`src/rtl/core/mer_pkg.sv`:
```
// Package for the midpoint ellipse rasterizer: sequencer state encoding.
// Used by midpoint_ellipse_rasterizer_unit; depends on nothing else.
package mer_pkg;

  // Sequencer states. Each state issues at most one product to the shared multiplier.
  typedef enum logic [4:0] {
    ST_IDLE,
    ST_START_A,
    ST_START_B,
    ST_START_C,
    ST_START_D,
    ST_R1_LHS,
    ST_R1_RHS,
    ST_R1_TEST,
    ST_R1_YSTEP,
    ST_R1_DONE,
    ST_R2I_BT,
    ST_R2I_U2,
    ST_R2I_AU,
    ST_R2I_AB,
    ST_R2I_DONE,
    ST_R2_X,
    ST_R2_Y,
    ST_R2_DONE,
    ST_EMIT
  } state_e;

endpackage

```
`src/rtl/core/mer_mul.sv`:
```
// Shared unsigned multiplier of the ellipse rasterizer with a registered product.
// Stand-alone module; instantiated by midpoint_ellipse_rasterizer_unit.
module mer_mul #(
  parameter int W = 22
) (
  input  logic           clk_i,
  input  logic           en_i,
  input  logic [W-1:0]   op_a_i,
  input  logic [W-1:0]   op_b_i,
  output logic [2*W-1:0] prod_o
);

  logic [2*W-1:0] prod_q;

  // One product per enabled cycle; it holds until the next issue.
  always_ff @(posedge clk_i) begin
    if (en_i) begin
      prod_q <= (2 * W)'(op_a_i) * (2 * W)'(op_b_i);
    end
  end

  assign prod_o = prod_q;

endmodule

```
`src/rtl/core/midpoint_ellipse_rasterizer_unit.sv`:
```
// Top level of the two-region midpoint ellipse rasterizer.
// Depends on mer_pkg (state encoding) and mer_mul (shared multiplier).
//
//  Channel  | Direction | Moves per transaction
//  s_axis   | in        | tuser = action, tdata = semi axes and centre
//  m_axis   | out       | tdata = four symmetric points, tlast = last group
//
// Each input transaction passes through the sequencer states of its kind (a start,
// a region-one step, a region-two step or the step that switches regions) and ends
// in the emit state. The single shared multiplier takes one product per cycle under
// the sequencer. An advance with no active ellipse emits nothing.
// Reset clears the sequencer and the active flag; the result register holds a
// waiting transaction while m_axis_tready_i is low and the sequencer then stalls in
// its emit state, with s_axis_tready_o low.
module midpoint_ellipse_rasterizer_unit #(
  parameter int AXIS_BITS  = 10,
  parameter int COORD_BITS = 12
) (
  input  logic clk_i,
  input  logic rst_ni,
  // Input stream
  input  logic s_axis_tvalid_i,
  output logic s_axis_tready_o,
  // tdata: semi_axis_x, semi_axis_y, center_x, center_y, zero padding
  input  logic [((2*AXIS_BITS+2*COORD_BITS+7)/8)*8-1:0] s_axis_tdata_i,
  // tuser: action (0 start, 1 advance)
  input  logic s_axis_tuser_i,
  // Output stream
  output logic m_axis_tvalid_o,
  input  logic m_axis_tready_i,
  // tdata: px_pos_pos, py_pos_pos, px_neg_pos, py_neg_pos,
  //        px_neg_neg, py_neg_neg, px_pos_neg, py_pos_neg, zero padding
  output logic [((8*(COORD_BITS+1)+7)/8)*8-1:0] m_axis_tdata_o,
  // tlast: last_point
  output logic m_axis_tlast_o
);

  localparam int A      = AXIS_BITS;
  localparam int C      = COORD_BITS;
  localparam int OW     = C + 1;
  localparam int SQW    = 2 * A;
  localparam int MW     = 2 * A + 2;
  localparam int PW     = 2 * MW;
  localparam int DW     = 4 * A + 8;
  localparam int XW     = (A > OW) ? A : OW;
  localparam int OUT_TW = ((8 * OW + 7) / 8) * 8;

  mer_pkg::state_e state_q, state_d;

  logic           active_q, active_d;
  logic           region2_q, region2_d;
  logic [A-1:0]   x_q, x_d;
  logic [A-1:0]   y_q, y_d;
  logic [A-1:0]   a_in_q, a_in_d;
  logic [SQW-1:0] a_sq_q, a_sq_d;
  logic [SQW-1:0] b_sq_q, b_sq_d;
  logic [DW-1:0]  d_q, d_d;
  logic [C-1:0]   cx_q, cx_d;
  logic [C-1:0]   cy_q, cy_d;
  logic [PW-1:0]  t_q, t_d;
  logic           neg_q, neg_d;

  logic              out_valid_q, out_valid_d;
  logic [OUT_TW-1:0] out_data_q, out_data_d;
  logic              out_last_q, out_last_d;

  logic          mul_en;
  logic [MW-1:0] mul_a, mul_b;
  logic [PW-1:0] prod;

  logic          in_accept;
  logic          out_free;
  logic          is_start;
  logic          lhs_less;
  logic [A-1:0]  x_inc;
  logic [MW-1:0] xm, ym;
  logic [DW-1:0] prod_e, a_sq_e, b_sq_e;
  logic [OW-1:0] ox, oy, ocx, ocy;
  logic [XW-1:0] x_wide, y_wide;

  // Input field extraction
  logic [A-1:0] in_a, in_b;
  logic [C-1:0] in_cx, in_cy;
  assign in_a  = s_axis_tdata_i[A-1:0];
  assign in_b  = s_axis_tdata_i[2*A-1:A];
  assign in_cx = s_axis_tdata_i[2*A+C-1:2*A];
  assign in_cy = s_axis_tdata_i[2*A+2*C-1:2*A+C];

  assign s_axis_tready_o = (state_q == mer_pkg::ST_IDLE);
  assign in_accept       = s_axis_tvalid_i && s_axis_tready_o;
  assign is_start        = !s_axis_tuser_i;
  assign out_free        = !out_valid_q || m_axis_tready_i;

  // Shared multiplier
  mer_mul #(
    .W(MW)
  ) u_mul (
    .clk_i  (clk_i),
    .en_i   (mul_en),
    .op_a_i (mul_a),
    .op_b_i (mul_b),
    .prod_o (prod)
  );

  // Common operand forms and widened copies for the decision adder.
  assign xm       = MW'(x_q);
  assign ym       = MW'(y_q);
  assign prod_e   = DW'(prod);
  assign a_sq_e   = DW'(a_sq_q);
  assign b_sq_e   = DW'(b_sq_q);
  assign x_inc    = (x_q == {A{1'b1}}) ? x_q : x_q + A'(1);
  assign lhs_less = {t_q, 1'b0} < {1'b0, prod};

  // Point coordinates wrap to the output width.
  assign x_wide = XW'(x_q);
  assign y_wide = XW'(y_q);
  assign ox     = x_wide[OW-1:0];
  assign oy     = y_wide[OW-1:0];
  assign ocx    = {cx_q[C-1], cx_q};
  assign ocy    = {cy_q[C-1], cy_q};

  // Next-state logic of the sequencer.
  always_comb begin
    state_d = state_q;
    case (state_q)
      mer_pkg::ST_IDLE: begin
        if (in_accept) begin
          if (is_start) begin
            state_d = mer_pkg::ST_START_A;
          end else if (active_q) begin
            state_d = region2_q ? mer_pkg::ST_R2_X : mer_pkg::ST_R1_LHS;
          end
        end
      end
      mer_pkg::ST_START_A:  state_d = mer_pkg::ST_START_B;
      mer_pkg::ST_START_B:  state_d = mer_pkg::ST_START_C;
      mer_pkg::ST_START_C:  state_d = mer_pkg::ST_START_D;
      mer_pkg::ST_START_D:  state_d = mer_pkg::ST_EMIT;
      mer_pkg::ST_R1_LHS:   state_d = mer_pkg::ST_R1_RHS;
      mer_pkg::ST_R1_RHS:   state_d = mer_pkg::ST_R1_TEST;
      mer_pkg::ST_R1_TEST: begin
        state_d = lhs_less ? mer_pkg::ST_R1_YSTEP : mer_pkg::ST_R2I_BT;
      end
      mer_pkg::ST_R1_YSTEP: state_d = mer_pkg::ST_R1_DONE;
      mer_pkg::ST_R1_DONE:  state_d = mer_pkg::ST_EMIT;
      mer_pkg::ST_R2I_BT:   state_d = mer_pkg::ST_R2I_U2;
      mer_pkg::ST_R2I_U2:   state_d = mer_pkg::ST_R2I_AU;
      mer_pkg::ST_R2I_AU:   state_d = mer_pkg::ST_R2I_AB;
      mer_pkg::ST_R2I_AB:   state_d = mer_pkg::ST_R2I_DONE;
      mer_pkg::ST_R2I_DONE: state_d = mer_pkg::ST_R2_X;
      mer_pkg::ST_R2_X:     state_d = mer_pkg::ST_R2_Y;
      mer_pkg::ST_R2_Y:     state_d = mer_pkg::ST_R2_DONE;
      mer_pkg::ST_R2_DONE:  state_d = mer_pkg::ST_EMIT;
      mer_pkg::ST_EMIT: begin
        if (out_free) begin
          state_d = mer_pkg::ST_IDLE;
        end
      end
      default: state_d = mer_pkg::ST_IDLE;
    endcase
  end

  // Datapath control: multiplier issue and register updates for each state.
  always_comb begin
    active_d    = active_q;
    region2_d   = region2_q;
    x_d         = x_q;
    y_d         = y_q;
    a_in_d      = a_in_q;
    a_sq_d      = a_sq_q;
    b_sq_d      = b_sq_q;
    d_d         = d_q;
    cx_d        = cx_q;
    cy_d        = cy_q;
    t_d         = t_q;
    neg_d       = neg_q;
    out_data_d  = out_data_q;
    out_last_d  = out_last_q;
    out_valid_d = out_valid_q && !m_axis_tready_i;
    mul_en      = 1'b0;
    mul_a       = xm;
    mul_b       = ym;
    case (state_q)
      mer_pkg::ST_IDLE: begin
        // A start drops any running ellipse and loads the new one.
        if (in_accept && is_start) begin
          a_in_d    = in_a;
          y_d       = in_b;
          x_d       = '0;
          cx_d      = in_cx;
          cy_d      = in_cy;
          region2_d = 1'b0;
          active_d  = 1'b1;
        end
      end
      mer_pkg::ST_START_A: begin
        mul_en = 1'b1;
        mul_a  = MW'(a_in_q);
        mul_b  = MW'(a_in_q);
      end
      mer_pkg::ST_START_B: begin
        a_sq_d = prod[SQW-1:0];
        mul_en = 1'b1;
        mul_a  = ym;
        mul_b  = ym;
      end
      mer_pkg::ST_START_C: begin
        b_sq_d = prod[SQW-1:0];
        mul_en = 1'b1;
        mul_a  = MW'(a_sq_q);
        mul_b  = ym;
      end
      mer_pkg::ST_START_D: begin
        // D = 4b^2 - 4a^2 b + a^2
        d_d = (b_sq_e << 2) + a_sq_e - (prod_e << 2);
      end
      mer_pkg::ST_R1_LHS: begin
        mul_en = 1'b1;
        mul_a  = MW'(b_sq_q);
        mul_b  = xm + MW'(1);
      end
      mer_pkg::ST_R1_RHS: begin
        t_d    = prod;
        mul_en = 1'b1;
        mul_a  = MW'(a_sq_q);
        mul_b  = (ym << 1) - MW'(1);
      end
      mer_pkg::ST_R1_TEST: begin
        mul_en = 1'b1;
        if (lhs_less) begin
          // Region one continues: b^2 (2x+3).
          neg_d = d_q[DW-1];
          mul_a = MW'(b_sq_q);
          mul_b = (xm << 1) + MW'(3);
        end else begin
          // Region switch: (2x+1)^2 first.
          mul_a = (xm << 1) + MW'(1);
          mul_b = (xm << 1) + MW'(1);
        end
      end
      mer_pkg::ST_R1_YSTEP: begin
        d_d    = d_q + (prod_e << 2);
        mul_en = 1'b1;
        mul_a  = MW'(a_sq_q);
        mul_b  = ym - MW'(1);
      end
      mer_pkg::ST_R1_DONE: begin
        if (!neg_q) begin
          d_d = d_q - (prod_e << 3);
          y_d = y_q - A'(1);
        end
        x_d = x_inc;
      end
      mer_pkg::ST_R2I_BT: begin
        mul_en = 1'b1;
        mul_a  = MW'(b_sq_q);
        mul_b  = prod[MW-1:0];
      end
      mer_pkg::ST_R2I_U2: begin
        d_d    = prod_e;
        mul_en = 1'b1;
        mul_a  = ym - MW'(1);
        mul_b  = ym - MW'(1);
      end
      mer_pkg::ST_R2I_AU: begin
        mul_en = 1'b1;
        mul_a  = MW'(a_sq_q);
        mul_b  = prod[MW-1:0];
      end
      mer_pkg::ST_R2I_AB: begin
        d_d    = d_q + (prod_e << 2);
        mul_en = 1'b1;
        mul_a  = MW'(a_sq_q);
        mul_b  = MW'(b_sq_q);
      end
      mer_pkg::ST_R2I_DONE: begin
        d_d       = d_q - (prod_e << 2);
        region2_d = 1'b1;
      end
      mer_pkg::ST_R2_X: begin
        neg_d  = d_q[DW-1];
        mul_en = 1'b1;
        mul_a  = MW'(b_sq_q);
        mul_b  = xm + MW'(1);
      end
      mer_pkg::ST_R2_Y: begin
        // x step term 8b^2(x+1) only when the decision is negative.
        if (neg_q) begin
          d_d = d_q + (prod_e << 3);
        end
        mul_en = 1'b1;
        mul_a  = MW'(a_sq_q);
        mul_b  = ym - MW'(1);
      end
      mer_pkg::ST_R2_DONE: begin
        // y step term 4a^2(3-2y) written as 4a^2 - 8a^2(y-1).
        d_d = d_q + (a_sq_e << 2) - (prod_e << 3);
        if (neg_q) begin
          x_d = x_inc;
        end
        y_d = y_q - A'(1);
      end
      mer_pkg::ST_EMIT: begin
        if (out_free) begin
          out_valid_d = 1'b1;
          out_last_d  = (y_q == '0);
          out_data_d  = OUT_TW'({ocy - oy, ocx + ox,
                                 ocy - oy, ocx - ox,
                                 ocy + oy, ocx - ox,
                                 ocy + oy, ocx + ox});
          if (y_q == '0) begin
            active_d = 1'b0;
          end
        end
      end
      default: begin
        mul_en = 1'b0;
      end
    endcase
  end

  // Control registers.
  always_ff @(posedge clk_i or negedge rst_ni) begin
    if (!rst_ni) begin
      state_q     <= mer_pkg::ST_IDLE;
      active_q    <= 1'b0;
      region2_q   <= 1'b0;
      out_valid_q <= 1'b0;
    end else begin
      state_q     <= state_d;
      active_q    <= active_d;
      region2_q   <= region2_d;
      out_valid_q <= out_valid_d;
    end
  end

  // Working and result registers.
  always_ff @(posedge clk_i) begin
    x_q        <= x_d;
    y_q        <= y_d;
    a_in_q     <= a_in_d;
    a_sq_q     <= a_sq_d;
    b_sq_q     <= b_sq_d;
    d_q        <= d_d;
    cx_q       <= cx_d;
    cy_q       <= cy_d;
    t_q        <= t_d;
    neg_q      <= neg_d;
    out_data_q <= out_data_d;
    out_last_q <= out_last_d;
  end

  assign m_axis_tvalid_o = out_valid_q;
  assign m_axis_tdata_o  = out_data_q;
  assign m_axis_tlast_o  = out_last_q;

endmodule

```
`config.mk`:
```
export PLATFORM = sky130hd
export DESIGN_NAME = midpoint_ellipse_rasterizer_unit
export DESIGN_NICKNAME = d
export VERILOG_FILES = /design/src/rtl/core/mer_pkg.sv /design/src/rtl/core/mer_mul.sv /design/src/rtl/core/midpoint_ellipse_rasterizer_unit.sv
export SDC_FILE = /design/constraint.sdc
export NUM_CORES = 2
export LEC_CHECK = 0
export BUFFER_PORTS_ARGS = -buffer_cell sky130_fd_sc_hd__buf_2
export CAP_MARGIN = 20
export CORE_MARGIN = 3
export CORE_UTILIZATION = 30
export DETAILED_ROUTE_END_ITERATION = 7
export MAX_ROUTING_LAYER = met4
export PLACE_DENSITY = 0.47
export SLEW_MARGIN = 30
export SYNTH_ARGS = -nofsm -noshare
export SYNTH_HDL_FRONTEND = slang
export SYNTH_SLANG_ARGS = --single-unit
export TNS_END_PERCENT = 50
```
`constraint.sdc`:
```
create_clock -name clk_i -period 11.8 [get_ports clk_i]
set_input_delay 0.59 -clock clk_i [delete_from_list [all_inputs] [get_ports clk_i]]
set_output_delay 0.59 -clock clk_i [all_outputs]
set_load 0.02 [all_outputs]
```
==> metrics <==
GRT Total Usage=0.205; Post-Synth XOR/XNOR Area=0.0703; share of the synthesized area in the top cell type=0.203; fin. max-slew vios=0; via count=36300; Yosys top cell by area=fa_1; Reg clk slew, reported paths=60 ps; main combinational cell family by area after synthesis=adder cells; most used flip-flop cell after synthesis=edfxtp_1; worst setup margin=748 ps; dpl ws=732 ps; Hold Crit Class=in2reg; row count=138; Worst-Margin Slew=1030 ps; adder-cell area share of the yosys netlist=0.328; Die Y=386 µm; grt ovf=0; compound-cell area share of the yosys netlist=0.163; Crit-path slowest cell=edfxtp_1; Tmin final=11050 ps; main area contributors after synthesis=fa_1 (20%), edfxtp_1 (20%), ha_1 (13%), inv_1 (6.9%), xnor2_1 (5.3%); total negative slack=0 ps; Cell Area, Synth=43200 µm²; Initial Util=0.304; Startpoint Class=flop; Buf/Inv on CP=7; number of global-route vias before repair=36100; CTS tree=yes; RSZ-0062 raised after global routing=no; EDFF count, synth=281; Final nets=6019; Post-CTS Setup Inserts=0; post-synthesis mux area share=0.00350; commonest cells after routing, fill and taps aside=inv_1 (796), nand2_1 (540), fa_1 (439); clock skew=43.3 ps; Most common cell on crit path=fa_1; Mean Syn Cell Area=8.74 µm²; Synthesis Warnings=0; Worst Setup Path Type=reg2reg; relative slew slack=0.305; fraction of registers with async set/reset=0.0277; Routed Antenna Nets=0; CP Max Fanout=19; layout cell share with drive strength beyond 1=0.0993; P&R area growth vs syn=12.5%; Synthesized Nets=5868; gpl congestion=0.911; Cells after Synth=4944; first-pass GRT wire length=227 mm; run status=complete, no violations; commonest non-fill, non-tap cell in the layout=inv_1; vias per cell=5.17; CP Capture Type=flop; die area=149000 µm²; max-cap violation count=0; DRT iter0 DRCs=2984; I/O pin cnt=160; Hold-fix buffers, CTS=1; delay-heaviest family, CP=adder cells; H-tree Lvls=2; worst skew pair latency=600 ps; DP HPWL=122 mm; Die X=386 µm; # DRC=0; first-pass iteration count of the detailed router=7; sequential area share after synthesis=0.200; initial antenna violation count=2; CTS Buffer Depth=3; final WL=150 mm; Yosys reg bits=289; PostCTS Resize Cnt=0; total core area=142000 µm²; Num CTS Buffers=39; crit-path max cell delay=580 ps; largest net degree at the start of global routing=52; CTS Sinks=289; Yosys cell types=98; final period utilization=0.937; Simple-Gate Fraction of Synth Area=0.135; WP data required=12120 ps; CTS root buffer=clkbuf_16; Setup violations, final=0; fmax=90.5 MHz; r2r setup slk=750 ps; Filler cells=14900; Final Hold Viols=0; Routed wire per std cell=21.4 µm; Worst EP arrival=11370 ps; # port buffers=155
-- metrics by stage --
| stage | util | instances | hold slack, ps | cell area [µm²] |
|---|---|---|---|---|
| 6_report | 0.342 | 7017 | 166 | 48600 |
| 5_1_grt | 0.342 | 7017 | 119 | 48600 |
| 4_1_cts | 0.342 | 7014 | 120 | 48600 |
| 3_5_place_dp | 0.332 | 6942 | 449 | 47200 |
| 3_3_place_gp | 0.331 | 6940 | 444 | 47200 |
| 2_1_floorplan | - | 4944 | 294 | 43200 |
-- cells in the mapped netlist (39+ instances only) --
cell / n
nand2_1: 540
a21o_1: 148
o21ai_0: 192
inv_1: 798
a221oi_1: 52
clkbuf_1: 183
fa_1: 439
nor3_1: 45
nand3_1: 74
xor2_1: 85
nor2_1: 393
xnor2_1: 260
nand4_1: 49
and3_1: 39
ha_1: 432
edfxtp_1: 281
a21oi_1: 253
buf_4: 56
-- flip-flops by register name (all words and copies together), names as in the netlist --
| signal | flops |
|---|---|
| m_axis_tdata_o | 50 |
| d_q | 47 |
| t_q | 44 |
| u_mul.prod_o | 44 |
| a_sq_q | 20 |
| b_sq_q | 20 |
| cx_q | 12 |
| cy_q | 12 |
| a_in_q | 10 |
| x_q | 10 |
| y_q | 10 |
| state_q | 5 |
| active_q | 1 |
| m_axis_tlast_o | 1 |
| m_axis_tvalid_o | 1 |
| neg_q | 1 |
| region2_q | 1 |
-- per-layer routing --
layer | track usage | wire length, µm | up-vias
li1 | - | - | 16900
met1 | 0.294 | 70700 | 18100
met2 | 0.313 | 67300 | 1097
met3 | 0.0199 | 8720 | 175
met4 | 0.0468 | 3680 | 0
met5 | - | 0 | -
-- layout make-up --
type	count	area, µm²	area share
multi-input combinational	3584	30400	0.625
sequential	289	8640	0.178
inverter	799	3000	0.0618
timing repair buffer	382	2810	0.0577
tap	1890	2360	0.0486
clock buffer	49	1030	0.0213
clock inverter	22	382	0.00785
antenna	2	5.00	0.000103
-- worst reg2reg max path, delay by kind of cell, from the launching register on --
family | cells | cell delay (ps)
adder cells (fa/ha/maj) | 9 | 4460
buffers and inverters | 7 | 1260
XOR/XNOR | 1 | 100
flip-flops | 1 | 580
AND/OR/NAND/NOR | 6 | 950
AO/OA/AOI/OAI | 11 | 3490
-- worst paths after layout --
kind / from / endpoint / cells past startpoint
worst max-delay path: u_mul.prod_o[36]$_DFFE_PP_ / u_mul.prod_o[37]$_DFFE_PP_ / 34
worst min-delay path: s_axis_tdata_i[31] / cx_q[11]$_DFFE_PP_ / 1
worst max register to register: u_mul.prod_o[36]$_DFFE_PP_ / u_mul.prod_o[37]$_DFFE_PP_ / 34
worst min register to register: active_q$_DFFE_PN0P_ / active_q$_DFFE_PN0P_ / 2
max in group asynchronous: rst_ni / state_q[3]$_DFFE_PN0P_ / 2
min in group asynchronous: rst_ni / m_axis_tvalid_o$_DFF_PN0_ / 2
-- kinds of logic after synthesis --
logic type | count (synthesis)
compound gates | 1037
xor+xnor | 346
fa+ha+maj | 871
buf+inv | 1071
flops | 289
mux | 15
simple gates | 1315
Power is not shown: default switching activity piles up to over one toggle a cycle in this logic, so the estimate is an artifact.
